===== src/rtl/core/ucbs_pkg.sv =====
// ----------------------------------------------------------------------------
// ucbs_pkg
// Shared types and constants of the uniform cubic B-spline sampler.
// ----------------------------------------------------------------------------
package ucbs_pkg;

    localparam int CFG_BITS  = 7;
    localparam logic [CFG_BITS-1:0] CFG_RESET = 7'd16;

    localparam int FRAC_BITS = 16;
    localparam int WQ_BITS   = FRAC_BITS + 1;
    localparam logic [WQ_BITS-1:0] ONE_Q16  = 17'h10000;
    localparam logic [WQ_BITS-1:0] HALF_Q16 = 17'h08000;

    localparam int MAC_STEPS = 8;
    localparam logic [1:0] HELD_FULL = 2'd3;

    typedef enum logic [3:0] {
        ST_IDLE,
        ST_CUBE2,
        ST_CUBE3,
        ST_J2,
        ST_J3,
        ST_R2,
        ST_R3,
        ST_J2M,
        ST_DIV_A,
        ST_DIV_B,
        ST_DIV_D,
        ST_MAC,
        ST_OUT
    } t_state;

endpackage


===== src/rtl/core/ucbs_if.sv =====
// ----------------------------------------------------------------------------
// ucbs_if
// Valid/ready channels for control points in and curve samples out.
// ----------------------------------------------------------------------------
interface ucbs_pt_if #(
    parameter int COORD_BITS = 16
) ();
    logic                         valid;
    logic                         ready;
    logic signed [COORD_BITS-1:0] point_x;
    logic signed [COORD_BITS-1:0] point_y;
    logic                         curve_start;

    modport source (output valid, output point_x, output point_y, output curve_start,
                    input ready);
    modport sink   (input valid, input point_x, input point_y, input curve_start,
                    output ready);
endinterface

interface ucbs_smp_if #(
    parameter int COORD_BITS = 16
) ();
    logic                         valid;
    logic                         ready;
    logic signed [COORD_BITS-1:0] curve_x;
    logic signed [COORD_BITS-1:0] curve_y;
    logic                         segment_last;

    modport source (output valid, output curve_x, output curve_y, output segment_last,
                    input ready);
    modport sink   (input valid, input curve_x, input curve_y, input segment_last,
                    output ready);
endinterface


===== src/rtl/core/uniform_cubic_bspline_sampler_core.sv =====
// ----------------------------------------------------------------------------
// uniform_cubic_bspline_sampler_core
// Uniform cubic B-spline sampler: one shared multiplier and one shared
// divider under a sequencer blend each four-point window into curve samples.
// ----------------------------------------------------------------------------
// a point that only fills the window is taken in idle, and the block stays idle
// a point that closes a segment runs the cube steps for m, then the n samples in turn
// each sample: 5 multiply steps, 3 divider runs, 9 blend steps, 1 output step
// ready only in idle; one output word register lets the next sample proceed
// reset (synchronous, active low): empty window, idle, samples per segment 16
module uniform_cubic_bspline_sampler_core #(
    parameter int COORD_BITS  = 16,
    parameter int MAX_SAMPLES = 64
) (
    input  logic                                i_clk,
    input  logic                                i_rst_n,
    input  logic                                i_cfg_we,
    input  logic [ucbs_pkg::CFG_BITS-1:0]       i_cfg_data,
    ucbs_pt_if.sink                             i_pt,
    ucbs_smp_if.source                          o_smp
);

    localparam int C    = COORD_BITS;
    localparam int SB   = $clog2(MAX_SAMPLES);
    localparam int NUMW = 3 * SB + 3;
    localparam int QW   = ucbs_pkg::WQ_BITS;
    localparam int FB   = ucbs_pkg::FRAC_BITS;
    localparam int MA   = (QW > 2 * SB) ? QW : 2 * SB;
    localparam int MB   = (C > SB) ? C : SB;
    localparam int PW   = MA + MB;
    localparam int AW   = QW + C;
    localparam int KW   = $clog2(ucbs_pkg::MAC_STEPS + 1);

    ucbs_pkg::t_state r_state, n_state;

    logic [ucbs_pkg::CFG_BITS-1:0] r_sps;
    logic [1:0]      r_held;
    logic [C-1:0]    r_win_x [3];
    logic [C-1:0]    r_win_y [3];
    logic [C-1:0]    r_px, r_py;
    logic [SB-1:0]   r_m, r_j;
    logic [2*SB-1:0] r_m2, r_j2, r_r2;
    logic [3*SB-1:0] r_m3, r_j3, r_r3, r_j2m;
    logic [NUMW-1:0] r_den, r_bnum;
    logic [QW-1:0]   r_w0, r_w1, r_w2, r_w3;
    logic [KW-1:0]   r_k;
    logic [AW-1:0]   r_prod, r_acc_x, r_acc_y;
    logic            r_ov;
    logic [C-1:0]    r_ox, r_oy;
    logic            r_olast;

    logic            pt_ready;
    logic            pt_take;
    logic            fill;
    logic            div_start;
    logic            div_done;
    logic [QW-1:0]   div_quot;
    logic [NUMW-1:0] div_num;
    logic            slot_free;
    logic            seg_end;
    logic [SB-1:0]   m_cfg;
    logic [SB-1:0]   j_left;
    logic [MA-1:0]   mul_a;
    logic [MB-1:0]   mul_b;
    logic [PW-1:0]   prod;
    logic [QW-1:0]   w_sel;
    logic [C-1:0]    p_sel;
    logic [1:0]      wr_idx;

    // config register
    always_ff @(posedge i_clk) begin
        if (!i_rst_n) begin
            r_sps <= ucbs_pkg::CFG_RESET;
        end else if (i_cfg_we) begin
            r_sps <= i_cfg_data;
        end
    end

    always_comb begin
        if (r_sps < 7'd2) begin
            m_cfg = SB'(1);
        end else if (int'(r_sps) > MAX_SAMPLES) begin
            m_cfg = SB'(MAX_SAMPLES - 1);
        end else begin
            m_cfg = SB'(r_sps - 7'd1);
        end
    end

    assign pt_take   = pt_ready && i_pt.valid;
    assign fill      = i_pt.curve_start || (r_held != ucbs_pkg::HELD_FULL);
    assign wr_idx    = i_pt.curve_start ? 2'd0 : r_held;
    assign slot_free = !r_ov || o_smp.ready;
    assign seg_end   = (r_j == r_m);
    assign j_left    = r_m - r_j;

    // sequencer
    always_ff @(posedge i_clk) begin
        if (!i_rst_n) begin
            r_state <= ucbs_pkg::ST_IDLE;
        end else begin
            r_state <= n_state;
        end
    end

    always_comb begin
        n_state   = r_state;
        pt_ready  = 1'b0;
        div_start = 1'b0;
        case (r_state)
            ucbs_pkg::ST_IDLE: begin
                pt_ready = 1'b1;
                if (i_pt.valid && !fill) begin
                    n_state = ucbs_pkg::ST_CUBE2;
                end
            end
            ucbs_pkg::ST_CUBE2: n_state = ucbs_pkg::ST_CUBE3;
            ucbs_pkg::ST_CUBE3: n_state = ucbs_pkg::ST_J2;
            ucbs_pkg::ST_J2:    n_state = ucbs_pkg::ST_J3;
            ucbs_pkg::ST_J3:    n_state = ucbs_pkg::ST_R2;
            ucbs_pkg::ST_R2:    n_state = ucbs_pkg::ST_R3;
            ucbs_pkg::ST_R3:    n_state = ucbs_pkg::ST_J2M;
            ucbs_pkg::ST_J2M: begin
                div_start = 1'b1;
                n_state   = ucbs_pkg::ST_DIV_A;
            end
            ucbs_pkg::ST_DIV_A: begin
                if (div_done) begin
                    div_start = 1'b1;
                    n_state   = ucbs_pkg::ST_DIV_B;
                end
            end
            ucbs_pkg::ST_DIV_B: begin
                if (div_done) begin
                    div_start = 1'b1;
                    n_state   = ucbs_pkg::ST_DIV_D;
                end
            end
            ucbs_pkg::ST_DIV_D: begin
                if (div_done) begin
                    n_state = ucbs_pkg::ST_MAC;
                end
            end
            ucbs_pkg::ST_MAC: begin
                if (r_k == KW'(ucbs_pkg::MAC_STEPS)) begin
                    n_state = ucbs_pkg::ST_OUT;
                end
            end
            ucbs_pkg::ST_OUT: begin
                if (slot_free) begin
                    n_state = seg_end ? ucbs_pkg::ST_IDLE : ucbs_pkg::ST_J2;
                end
            end
            default: n_state = ucbs_pkg::ST_IDLE;
        endcase
    end

    // shared divider
    always_comb begin
        case (r_state)
            ucbs_pkg::ST_J2M:   div_num = NUMW'(r_r3);
            ucbs_pkg::ST_DIV_A: div_num = r_bnum;
            default:            div_num = NUMW'(r_j3);
        endcase
    end

    ucbs_div #(
        .NUM_BITS (NUMW)
    ) u_div (
        .i_clk   (i_clk),
        .i_rst_n (i_rst_n),
        .i_start (div_start),
        .i_num   (div_num),
        .i_den   (r_den),
        .o_done  (div_done),
        .o_quot  (div_quot)
    );

    // shared multiplier
    always_comb begin
        case (r_k[1:0])
            2'd0:    w_sel = r_w0;
            2'd1:    w_sel = r_w1;
            2'd2:    w_sel = r_w2;
            default: w_sel = r_w3;
        endcase
        case (r_k[1:0])
            2'd0:    p_sel = r_k[2] ? r_win_y[0] : r_win_x[0];
            2'd1:    p_sel = r_k[2] ? r_win_y[1] : r_win_x[1];
            2'd2:    p_sel = r_k[2] ? r_win_y[2] : r_win_x[2];
            default: p_sel = r_k[2] ? r_py : r_px;
        endcase
        // offset binary: sign bit flipped
        p_sel[C-1] = ~p_sel[C-1];
    end

    always_comb begin
        case (r_state)
            ucbs_pkg::ST_CUBE2: begin
                mul_a = MA'(r_m);
                mul_b = MB'(r_m);
            end
            ucbs_pkg::ST_CUBE3: begin
                mul_a = MA'(r_m2);
                mul_b = MB'(r_m);
            end
            ucbs_pkg::ST_J2: begin
                mul_a = MA'(r_j);
                mul_b = MB'(r_j);
            end
            ucbs_pkg::ST_J3: begin
                mul_a = MA'(r_j2);
                mul_b = MB'(r_j);
            end
            ucbs_pkg::ST_R2: begin
                mul_a = MA'(j_left);
                mul_b = MB'(j_left);
            end
            ucbs_pkg::ST_R3: begin
                mul_a = MA'(r_r2);
                mul_b = MB'(j_left);
            end
            ucbs_pkg::ST_J2M: begin
                mul_a = MA'(r_j2);
                mul_b = MB'(r_m);
            end
            ucbs_pkg::ST_MAC: begin
                mul_a = MA'(w_sel);
                mul_b = MB'(p_sel);
            end
            default: begin
                mul_a = '0;
                mul_b = '0;
            end
        endcase
    end

    assign prod = {{MB{1'b0}}, mul_a} * {{MA{1'b0}}, mul_b};

    // window fill count
    always_ff @(posedge i_clk) begin
        if (!i_rst_n) begin
            r_held <= '0;
        end else if (pt_take && fill) begin
            r_held <= wr_idx + 2'd1;
        end
    end

    // datapath
    always_ff @(posedge i_clk) begin
        if (pt_take) begin
            if (fill) begin
                r_win_x[wr_idx] <= i_pt.point_x;
                r_win_y[wr_idx] <= i_pt.point_y;
            end else begin
                r_px <= i_pt.point_x;
                r_py <= i_pt.point_y;
                r_m  <= m_cfg;
                r_j  <= '0;
            end
        end
        case (r_state)
            ucbs_pkg::ST_CUBE2: r_m2 <= prod[2*SB-1:0];
            ucbs_pkg::ST_CUBE3: r_m3 <= prod[3*SB-1:0];
            ucbs_pkg::ST_J2: begin
                r_j2  <= prod[2*SB-1:0];
                r_den <= NUMW'({r_m3, 2'b00}) + NUMW'({r_m3, 1'b0});
            end
            ucbs_pkg::ST_J3:  r_j3  <= prod[3*SB-1:0];
            ucbs_pkg::ST_R2:  r_r2  <= prod[2*SB-1:0];
            ucbs_pkg::ST_R3:  r_r3  <= prod[3*SB-1:0];
            ucbs_pkg::ST_J2M: r_j2m <= prod[3*SB-1:0];
            ucbs_pkg::ST_DIV_A: begin
                // 3 j^3 + 4 m^3 - 6 j^2 m
                r_bnum <= NUMW'({r_j3, 1'b0}) + NUMW'(r_j3) + NUMW'({r_m3, 2'b00})
                        - NUMW'({r_j2m, 2'b00}) - NUMW'({r_j2m, 1'b0});
                if (div_done) begin
                    r_w0 <= div_quot;
                end
            end
            ucbs_pkg::ST_DIV_B: begin
                if (div_done) begin
                    r_w1 <= div_quot;
                end
            end
            ucbs_pkg::ST_DIV_D: begin
                if (div_done) begin
                    r_w3 <= div_quot;
                    r_w2 <= ucbs_pkg::ONE_Q16 - r_w0 - r_w1 - div_quot;
                    r_k  <= '0;
                end
            end
            ucbs_pkg::ST_MAC: begin
                r_prod <= prod[AW-1:0];
                r_k    <= r_k + 1'b1;
                if (r_k == '0) begin
                    r_acc_x <= AW'(ucbs_pkg::HALF_Q16);
                    r_acc_y <= AW'(ucbs_pkg::HALF_Q16);
                end else if (r_k <= KW'(ucbs_pkg::MAC_STEPS / 2)) begin
                    r_acc_x <= r_acc_x + r_prod;
                end else begin
                    r_acc_y <= r_acc_y + r_prod;
                end
            end
            ucbs_pkg::ST_OUT: begin
                if (slot_free) begin
                    if (seg_end) begin
                        r_win_x[0] <= r_win_x[1];
                        r_win_x[1] <= r_win_x[2];
                        r_win_x[2] <= r_px;
                        r_win_y[0] <= r_win_y[1];
                        r_win_y[1] <= r_win_y[2];
                        r_win_y[2] <= r_py;
                    end else begin
                        r_j <= r_j + 1'b1;
                    end
                end
            end
            default: ;
        endcase
    end

    // output word register
    always_ff @(posedge i_clk) begin
        if (!i_rst_n) begin
            r_ov <= 1'b0;
        end else if (r_state == ucbs_pkg::ST_OUT && slot_free) begin
            r_ov <= 1'b1;
        end else if (o_smp.ready) begin
            r_ov <= 1'b0;
        end
    end

    always_ff @(posedge i_clk) begin
        if (r_state == ucbs_pkg::ST_OUT && slot_free) begin
            r_ox    <= {~r_acc_x[FB+C-1], r_acc_x[FB+C-2:FB]};
            r_oy    <= {~r_acc_y[FB+C-1], r_acc_y[FB+C-2:FB]};
            r_olast <= seg_end;
        end
    end

    assign i_pt.ready         = pt_ready;
    assign o_smp.valid        = r_ov;
    assign o_smp.curve_x      = r_ox;
    assign o_smp.curve_y      = r_oy;
    assign o_smp.segment_last = r_olast;

`ifndef SYNTHESIS
    a_div_done_in_div: assert property (@(posedge i_clk) disable iff (!i_rst_n)
        div_done |-> (r_state == ucbs_pkg::ST_DIV_A || r_state == ucbs_pkg::ST_DIV_B
                      || r_state == ucbs_pkg::ST_DIV_D))
        else $error("divider finished outside a divide step");

    a_sample_index: assert property (@(posedge i_clk) disable iff (!i_rst_n)
        (r_state != ucbs_pkg::ST_IDLE) |-> (r_j <= r_m))
        else $error("sample index beyond segment end");

    a_mac_bound: assert property (@(posedge i_clk) disable iff (!i_rst_n)
        (r_state == ucbs_pkg::ST_MAC) |-> (r_k <= KW'(ucbs_pkg::MAC_STEPS)))
        else $error("blend step count overrun");

    a_out_after_mac: assert property (@(posedge i_clk) disable iff (!i_rst_n)
        (r_state == ucbs_pkg::ST_OUT) |-> ($past(r_state) == ucbs_pkg::ST_MAC
                                           || $past(r_state) == ucbs_pkg::ST_OUT))
        else $error("output step entered without blend");
`endif

endmodule


===== src/rtl/core/ucbs_div.sv =====
// ----------------------------------------------------------------------------
// ucbs_div
// Restoring divider, one quotient bit per cycle: round(num * 2^16 / den).
// ----------------------------------------------------------------------------
module ucbs_div #(
    parameter int NUM_BITS = 21
) (
    input  logic                         i_clk,
    input  logic                         i_rst_n,
    input  logic                         i_start,
    input  logic [NUM_BITS-1:0]          i_num,
    input  logic [NUM_BITS-1:0]          i_den,
    output logic                         o_done,
    output logic [ucbs_pkg::WQ_BITS-1:0] o_quot
);

    localparam int QW   = ucbs_pkg::WQ_BITS;
    localparam int DVW  = NUM_BITS + QW;
    localparam int CNTW = $clog2(QW);

    logic [DVW-1:0]      dividend;
    logic [NUM_BITS:0]   trial;
    logic [NUM_BITS:0]   diff;
    logic                ge;

    logic [NUM_BITS-1:0] r_rem;
    logic [NUM_BITS-1:0] r_den;
    logic [QW-1:0]       r_q;
    logic [CNTW-1:0]     r_cnt;
    logic                r_busy;
    logic                r_done;

    // half the divisor added up front rounds halves up
    assign dividend = {1'b0, i_num, {ucbs_pkg::FRAC_BITS{1'b0}}} + DVW'(i_den >> 1);
    assign trial    = {r_rem, r_q[QW-1]};
    assign diff     = trial - {1'b0, r_den};
    assign ge       = (trial >= {1'b0, r_den});

    always_ff @(posedge i_clk) begin
        if (!i_rst_n) begin
            r_busy <= 1'b0;
            r_done <= 1'b0;
            r_cnt  <= '0;
        end else begin
            r_done <= 1'b0;
            if (i_start) begin
                r_busy <= 1'b1;
                r_cnt  <= '0;
            end else if (r_busy) begin
                r_cnt <= r_cnt + 1'b1;
                if (r_cnt == CNTW'(QW - 1)) begin
                    r_busy <= 1'b0;
                    r_done <= 1'b1;
                end
            end
        end
    end

    always_ff @(posedge i_clk) begin
        if (i_start) begin
            r_rem <= dividend[DVW-1:QW];
            r_q   <= dividend[QW-1:0];
            r_den <= i_den;
        end else if (r_busy) begin
            r_rem <= ge ? diff[NUM_BITS-1:0] : trial[NUM_BITS-1:0];
            r_q   <= {r_q[QW-2:0], ge};
        end
    end

    assign o_done = r_done;
    assign o_quot = r_q;

endmodule


===== src/flat_wrapper.sv =====
// flat-port wrapper written by rule: the top's interface ports become plain ports
module uniform_cubic_bspline_sampler_core_flat 
#(
    parameter int COORD_BITS  = 16,
    parameter int MAX_SAMPLES = 64
)
  (i_clk, i_rst_n, i_cfg_we, i_cfg_data, i_pt_valid, i_pt_point_x, i_pt_point_y, i_pt_curve_start, i_pt_ready, o_smp_valid, o_smp_curve_x, o_smp_curve_y, o_smp_segment_last, o_smp_ready);
  ucbs_pt_if #(.COORD_BITS(COORD_BITS)) i_pt_i ();
  ucbs_smp_if #(.COORD_BITS(COORD_BITS)) o_smp_i ();
  input  logic i_clk;
  input  logic i_rst_n;
  input  logic i_cfg_we;
  input  logic [ucbs_pkg::CFG_BITS-1:0] i_cfg_data;
  input wire logic [$bits(i_pt_i.valid)-1:0] i_pt_valid;
  input wire logic [$bits(i_pt_i.point_x)-1:0] i_pt_point_x;
  input wire logic [$bits(i_pt_i.point_y)-1:0] i_pt_point_y;
  input wire logic [$bits(i_pt_i.curve_start)-1:0] i_pt_curve_start;
  output wire logic [$bits(i_pt_i.ready)-1:0] i_pt_ready;
  output wire logic [$bits(o_smp_i.valid)-1:0] o_smp_valid;
  output wire logic [$bits(o_smp_i.curve_x)-1:0] o_smp_curve_x;
  output wire logic [$bits(o_smp_i.curve_y)-1:0] o_smp_curve_y;
  output wire logic [$bits(o_smp_i.segment_last)-1:0] o_smp_segment_last;
  input wire logic [$bits(o_smp_i.ready)-1:0] o_smp_ready;
  assign i_pt_i.valid = i_pt_valid;
  assign i_pt_i.point_x = i_pt_point_x;
  assign i_pt_i.point_y = i_pt_point_y;
  assign i_pt_i.curve_start = i_pt_curve_start;
  assign i_pt_ready = i_pt_i.ready;
  assign o_smp_valid = o_smp_i.valid;
  assign o_smp_curve_x = o_smp_i.curve_x;
  assign o_smp_curve_y = o_smp_i.curve_y;
  assign o_smp_segment_last = o_smp_i.segment_last;
  assign o_smp_i.ready = o_smp_ready;
  uniform_cubic_bspline_sampler_core #(.COORD_BITS(COORD_BITS), .MAX_SAMPLES(MAX_SAMPLES)) u_core (.i_clk(i_clk), .i_rst_n(i_rst_n), .i_cfg_we(i_cfg_we), .i_cfg_data(i_cfg_data), .i_pt(i_pt_i), .o_smp(o_smp_i));
endmodule

===== config.mk =====
export PLATFORM = sky130hd
export DESIGN_NAME = uniform_cubic_bspline_sampler_core_flat
export DESIGN_NICKNAME = d
export VERILOG_FILES = /design/src/rtl/core/ucbs_pkg.sv /design/src/rtl/core/ucbs_if.sv /design/src/rtl/core/uniform_cubic_bspline_sampler_core.sv /design/src/rtl/core/ucbs_div.sv /design/src/flat_wrapper.sv
export SDC_FILE = /design/constraint.sdc
export NUM_CORES = 2
export LEC_CHECK = 0
export BUFFER_PORTS_ARGS = -buffer_cell sky130_fd_sc_hd__buf_2
export CORE_MARGIN = 5
export CORE_UTILIZATION = 60
export CTS_BUF_LIST = sky130_fd_sc_hd__clkbuf_16
export DETAILED_ROUTE_END_ITERATION = 12
export GPL_TIMING_DRIVEN = 0
export HOLD_SLACK_MARGIN = 0.1
export PLACE_DENSITY_LB_ADDON = 0.08
export SETUP_SLACK_MARGIN = 0.1
export SLEW_MARGIN = 20
export SYNTH_ARGS = -nofsm -noshare
export SYNTH_HDL_FRONTEND = slang
export SYNTH_SLANG_ARGS = --single-unit

===== constraint.sdc =====
create_clock -name i_clk -period 12.5 [get_ports i_clk]
set_clock_uncertainty 0.15 [all_clocks]
set_input_delay 1.25 -clock i_clk [delete_from_list [all_inputs] [get_ports i_clk]]
set_output_delay 1.25 -clock i_clk [all_outputs]
set_load 0.01 [all_outputs]

Word-level counts from Yosys, hierarchy flattened
Memories as Yosys holds them, arrays and structs flattened.
Cells that the tools add are included.
{ "word_totals": {"reg_bits": 478, "input_bits": 45, "output_inout_bits": 35, "wordCells": 179, "ram_bits": 96, "memories": 2} }
{ "op_classes": {"bitwise": 6, "add_sub_neg": 18, "n_mux": 55, "reduce_logical": 33, "multipliers": 1, "eq_ne": 25, "order_cmp": 4} }
{ "memory_table": {"columns": ["name", "depth", "word_bits", "rd", "rd_ports_with_merged_regs", "write_ports", "line_no", "source"], "rows": [
  ["u_core.r_win_x", 3, 16, 3, 0, 3, "uniform_cubic_bspline_sampler_core.sv:38", "logic [C-1:0] r_win_x [3];"],
  ["u_core.r_win_y", 3, 16, 3, 0, 3, "uniform_cubic_bspline_sampler_core.sv:39", "logic [C-1:0] r_win_y [3];"]
]} }
{ "op_table": {"columns": ["cell", "n"], "rows": [
  ["one-hot mux 17 bit (7 select lines)", 1],
  ["2-to-1 mux 16 bit", 6],
  ["adder 33 bit", 2],
  ["2-to-1 mux 33 bit", 2],
  ["one-hot mux 16 bit (4 select lines)", 1],
  ["2-to-1 mux 21 bit", 3],
  ["one-hot mux 4 bit (13 select lines)", 1],
  ["one-hot mux 17 bit (3 select lines)", 1],
  ["one-hot mux 16 bit (3 select lines)", 1],
  ["one-hot mux 21 bit (2 select lines)", 1],
  ["adder 37 x 20 -> 38 bit", 1],
  ["2-to-1 mux 6 bit", 6],
  ["2-to-1 mux 17 bit", 2],
  ["subtractor 17 bit", 2],
  ["multiplier 17 x 16 -> 33 bit", 1],
  ["OR reduction 16 bit", 2],
  ["2-to-1 mux 4 bit", 7],
  ["== test 4 bit, second input constant", 6],
  [">= comparator 22 x 21 -> 1 bit", 1],
  ["adder 20 x 19 -> 21 bit", 1],
  ["adder 21 x 20 -> 21 bit", 1],
  ["subtractor 21 x 19 -> 21 bit", 1],
  ["subtractor 21 x 20 -> 21 bit", 1],
  ["subtractor 21 bit", 1],
  ["other kinds (35)", 90]
]} }

Longest topological paths before layout
{ "depth": {"depth_word": 7, "mapped_depth": 34, "mapped_depth_nobuf": 33} }

Cells and area by module
A second synthesis with hierarchy kept.
{ "hier_totals": {"hier_cells": 3670, "area_unflattened_um2": 39663.0} }
{ "by_module_without_submodules": {"columns": ["mod", "seq_area_each_um2", "cells_per_inst", "area_each_um2", "instances"], "rows": [
  ["uniform_cubic_bspline_sampler_core", 14934.3, 3257, 35399.0, 1],
  ["ucbs_div", 1911.8, 413, 4264.1, 1]
]} }

Worst setup path before layout
OpenSTA, ideal clock, no wires.
{ "synth_timing": {"path_type": "reg-to-reg", "from": "register u_core.r_state[2]", "to": "register u_core.r_prod[30] (data pin)", "stages_incl_launch_ff": 30, "setup_slack_ns": 3.857, "n_path_buf": 3, "arrival_ns": 8.235, "setup_time_ns": 0.258, "t_required_ns": 12.092, "cell_sequence": "dfxtp_1 -> buf_2 -> or2_2 -> clkbuf_1 -> nor2_1 -> a22oi_1 -> nand2_1 -> a221oi_1 -> and2_1 -> clkbuf_1 -> nor2_1 -> fa_1 -> inv_1 -> fa_1 -> fa_1 -> inv_1 -> ha_1 -> fa_1 -> inv_1 -> fa_1 -> inv_1 -> ha_1 -> or3_1 -> or3_1 -> o21a_1 -> a222oi_1 -> o211ai_1 -> a31o_1 -> a21oi_1 -> xnor2_1"} }
{ "synth_via": {"elab_chain_cells": 4, "elab_cells_between_ends": 15} }
{ "synth_rtl": {"columns": ["element", "line_no", "source"], "rows": [
  ["start: declaration", "uniform_cubic_bspline_sampler_core.sv:34", "ucbs_pkg::t_state r_state, n_state;"],
  ["start signal: assignment", "uniform_cubic_bspline_sampler_core.sv:99", "r_state <= ucbs_pkg::ST_IDLE;"],
  ["start signal: assignment", "uniform_cubic_bspline_sampler_core.sv:101", "r_state <= n_state;"],
  ["== test 4 x 3 -> 1 bit (tied with other cells)", "uniform_cubic_bspline_sampler_core.sv:197", "case (r_state)"],
  ["OR reduction 2 bit (no line) / OR reduction 3 bit (equally long branches)", null, null],
  ["one-hot mux 17 bit (7 select lines) / one-hot mux 16 bit (4 select lines) (equally long branches)", "uniform_cubic_bspline_sampler_core.sv:197", null],
  ["multiplier 17 x 16 -> 33 bit *", "uniform_cubic_bspline_sampler_core.sv:237", "assign prod = {{MB{1'b0}}, mul_a} * {{MA{1'b0}}, mul_b};"],
  ["via u_core.prod[30]", "uniform_cubic_bspline_sampler_core.sv:65", "logic [PW-1:0] prod;"],
  ["end signal: assignment", "uniform_cubic_bspline_sampler_core.sv:293", "r_prod <= prod[AW-1:0];"],
  ["end: declaration", "uniform_cubic_bspline_sampler_core.sv:47", "logic [AW-1:0] r_prod, r_acc_x, r_acc_y;"]
]} }
The timed path passes the listed nets; every way through them passes the cells marked *.
A chain may end at the register's enable or synchronous reset.

Worst setup path in the final report
{ "layout_timing": {"from": "register u_core.r_k[0]", "to": "register u_core.r_prod[31] (data pin)"} }
{ "layout_via": {"elab_chain_cells": 5, "elab_cells_between_ends": 9} }
{ "layout_rtl": {"columns": ["element", "line_no", "source"], "rows": [
  ["start: declaration", "uniform_cubic_bspline_sampler_core.sv:46", "logic [KW-1:0] r_k;"],
  ["start signal: assignment", "uniform_cubic_bspline_sampler_core.sv:294", "r_k <= r_k + 1'b1;"],
  ["== test 2 bit (tied with other cells)", "uniform_cubic_bspline_sampler_core.sv:180, uniform_cubic_bspline_sampler_core.sv:186", null],
  ["one-hot mux 16 bit (3 select lines)", "uniform_cubic_bspline_sampler_core.sv:186", "case (r_k[1:0])"],
  ["NOT 1 bit", "uniform_cubic_bspline_sampler_core.sv:193", "p_sel[C-1] = ~p_sel[C-1];"],
  ["one-hot mux 16 bit (4 select lines)", "uniform_cubic_bspline_sampler_core.sv:197", null],
  ["multiplier 17 x 16 -> 33 bit *", "uniform_cubic_bspline_sampler_core.sv:237", null],
  ["via u_core.prod[31]", "uniform_cubic_bspline_sampler_core.sv:65", null]
]} }
Marks and branches as above.

==> key figures <==
Global routing
  – Global-route wire length before repair: 163600 µm
  – Met3 Use GR: 0.05006
  – Met2 Use GR: 0.4750
  – Total GRT Usage: 0.2934
  – Largest net degree at the start of global routing: 39
  – GR peak layer: met2
  – Initial antenna violation count: 2
  – Vias in the first global route: 29290
  – Met1 usage: 0.4171
  – Total grt overflow: 0

Routing
  – Vias/cell: 6.090
  – Final routed DRC violation total: 0
  – DR WL/cell: 22.16 µm
  – Detail Route Antenna Nets: 0
  – Routed WL: 105500 µm
  – Initial DRT Pass Iterations: 7
  – Via Count: 29010
  – Initial DRC count: 2901

Logic synthesis
  – Asr flop ratio synth: 0
  – Ys flop type: edfxtp_1
  – EDFF count, synth: 542
  – Number of synthesized register bits: 569
  – Avg Cell Area, Syn: 10.73 µm²
  – Share of the synthesized area in the top cell type: 0.4109
  – Synth warn: 0
  – Synth area leaders: edfxtp_1, fa_1, ha_1
  – Post-Syn Area: 39610 µm²
  – Dominant cell type by area after synthesis: edfxtp_1
  – Syn Nets: 4295
  – Syn Inst Count: 3691
  – Synth cell types: 92
  – Seq/Total Area, Yosys: 0.4245

Layout
  – Layout cell share with drive strength beyond 1: 0.07005
  – P&R area growth vs syn: 9.482%
  – NumNets Final: 4455
  – Fin cells: 4763

STA
  – Tcrit/Tclk final: 0.8649
  – Rel. slew slack: 0.1608
  – Final min period: 10810 ps
  – Worst-Margin Slew: 1251 ps
  – Fmax: 92.49 MHz
  – Max-slew violations: 0
  – Final hold vios: 0
  – Hold slack: 297.4 ps
  – Setup violators final: 0
  – RSZ-0062 raised after global routing: false
  – Post-route setup TNS: 0 ps

Placed design
  – IO buf count: 78
  – Placed insts: 4652
  – Gpl congestion: 0.9463
  – Final HPWL DP: 80060 µm

Critical path
  – CP max-delay cell: o21ai_0
  – WP data required: 12700 ps
  – Worst EP arrival: 11010 ps
  – Setup Crit Path Kind: register to register
  – Max incr delay on CP: 820 ps
  – Type of origin of the critical path: register
  – Critical path endpoint category: register
  – Maximum fanout along the worst path: 10
  – Crit path top cell by count: fa_1

Floorplanning
  – Core area: 65630 µm²
  – Die Area: 71260 µm²
  – Initial core utilization: 0.6036
  – # IOs: 80
  – Die height: 266.9 µm
  – FP Rows: 94
  – Die X-Extent: 266.9 µm

Clock tree
  – Post-CTS sizing: 0
  – Num CTS Buffers: 61
  – Hold Buf Count CTS: 0
  – Post-CTS setup buffers: 0
  – Clock Path Buffers: 3
  – CTS sink cnt: 569
  – Latest clock arrival within the worst-skew pair: 660 ps
  – Clock slew at reported path FFs: 60 ps
  – Root buffer cell: clkbuf_16
  – CTS tree: built
  – CTS H-tree lvls: 2

Outcome
  – Status: complete, no violations

Power and ir drop
  – Leakage: 18.22 nW
  – P per Cell Area: 97.63 nW/µm²
  – Worst IR Drop VDD: 0.1084 mV
  – Total power after layout: 4.234 mW

Min path
  – Worst hold path class: register to register

Flow run
  – Max-cap violations: 0
## cells in the final DEF, fill, tap and decap left out, drive strengths merged, types with 21 or more instances in the layout
| cell | synthesis | final |
|---|---|---|
| mux2i | 24 | 24 |
| or3 | 21 | 21 |
| nor2b | 45 | 45 |
| fa | 265 | 265 |
| nand2b | 49 | 49 |
| dfxtp | 27 | 27 |
| nand3 | 54 | 54 |
| xnor2 | 115 | 115 |
| ha | 294 | 294 |
| a21o | 46 | 46 |
| o21bai | 23 | 23 |
| nor2 | 281 | 281 |
| clkbuf | 83 | 144 |
| xor2 | 68 | 68 |
| a222oi | 61 | 61 |
| a211oi | 25 | 25 |
| o21ai | 163 | 163 |
| nor3 | 62 | 62 |
| nand2 | 464 | 464 |
| and2 | 35 | 35 |
| a21oi | 177 | 177 |
| edfxtp | 542 | 542 |
| a22oi | 27 | 27 |
| clkinv | 1 | 32 |
| inv | 478 | 490 |
| buf | 27 | 124 |
| o21a | 24 | 24 |
## power breakdown
| group | internal, mW | total, mW | leakage (nW) | switching, mW |
|---|---|---|---|---|
| Clock | 0.930 | 1.71 | 0.968 | 0.779 |
| Sequential | 2.13 | 2.17 | 5.11 | 0.0341 |
| Combinational | 0.123 | 0.360 | 12.1 | 0.237 |
## metrics by stage
stage / util / setup WS (ps) / instance area [µm²]
final: 0.6608 / 1688 / 43370
after global routing: 0.6608 / 1315 / 43360
after CTS: 0.6606 / 1808 / 43350
after detailed placement: 0.6320 / 1822 / 41480
after global placement: 0.6260 / 1874 / 41080
after floorplan: - / 3857 / 39610
## metal layers
metal	up-vias	wire (µm)
met1	14380	44590
met5	-	0
li1	13170	-
met4	0	2696
met3	174	9040
met2	1286	49220
## cell usage after synthesis (all sizes together), types with 24 or more instances
cell type and number:
a211oi 25, a21o 46, a21oi 177, a222oi 61, a22oi 27, and2 35
buf 27, clkbuf 83, dfxtp 27, edfxtp 542, fa 265, ha 294
inv 478, mux2i 24, nand2 464, nand2b 49, nand3 54, nor2 281
nor2b 45, nor3 62, o21a 24, o21ai 163, xnor2 115, xor2 68
## final timing paths
check | endpoint | depth (start not counted) | start | slack, ps
hold / removal | u_core.u_div.r_den[2] | 0 | u_core.r_den[2] | 300
setup / recovery | u_core.r_prod[31] | 29 | u_core.r_k[0] | 1690
setup reg to reg | u_core.r_prod[31] | 29 | u_core.r_k[0] | 1690
hold reg to reg | u_core.u_div.r_den[2] | 0 | u_core.r_den[2] | 300
## sequential cells by signal, summed over array words and instances, names as in the netlist, 21 cells and up
| signal | cells |
|---|---|
| u_core.r_win_x | 48 |
| u_core.r_win_y | 48 |
| u_core.r_acc_x | 32 |
| u_core.r_acc_y | 32 |
| u_core.r_prod | 32 |
| u_core.r_bnum | 21 |
| u_core.u_div.r_rem | 21 |
## final cells by class
cell class | count | area [µm²]
antenna | 2 | 5.005
buffer | 110 | 460.4
clock buffer | 61 | 1526
clock inverter | 48 | 346.6
fill | 5105 | 22260
inverter | 479 | 1803
multi-input combinational | 2533 | 20640
sequential | 569 | 16820
tap | 864 | 1081
timing repair buffer | 97 | 685.7
## critical path: cells and delay by family (launching register included)
family	cells	cell delay [ps]
adders and majority gates	8	3790
buffers and inverters	8	2660
and+or+nand+nor	5	1290
DFF	1	450
AOI/OAI and AO/OA	7	2010
xor gates and xnor gates	1	140
## cell families after synthesis
family                   count (synthesis)  synth area share
AND/OR/NAND/NOR                       1082            0.1226
buffers and inverters                  589           0.05701
multiplexers                            41           0.01545
adder cells (fa/ha/maj)                559            0.2268
flip-flops                             569            0.4245
AO/OA/AOI/OAI                          668            0.1132
XOR/XNOR                               183           0.04046
Power figures use the tool's default switching activity.
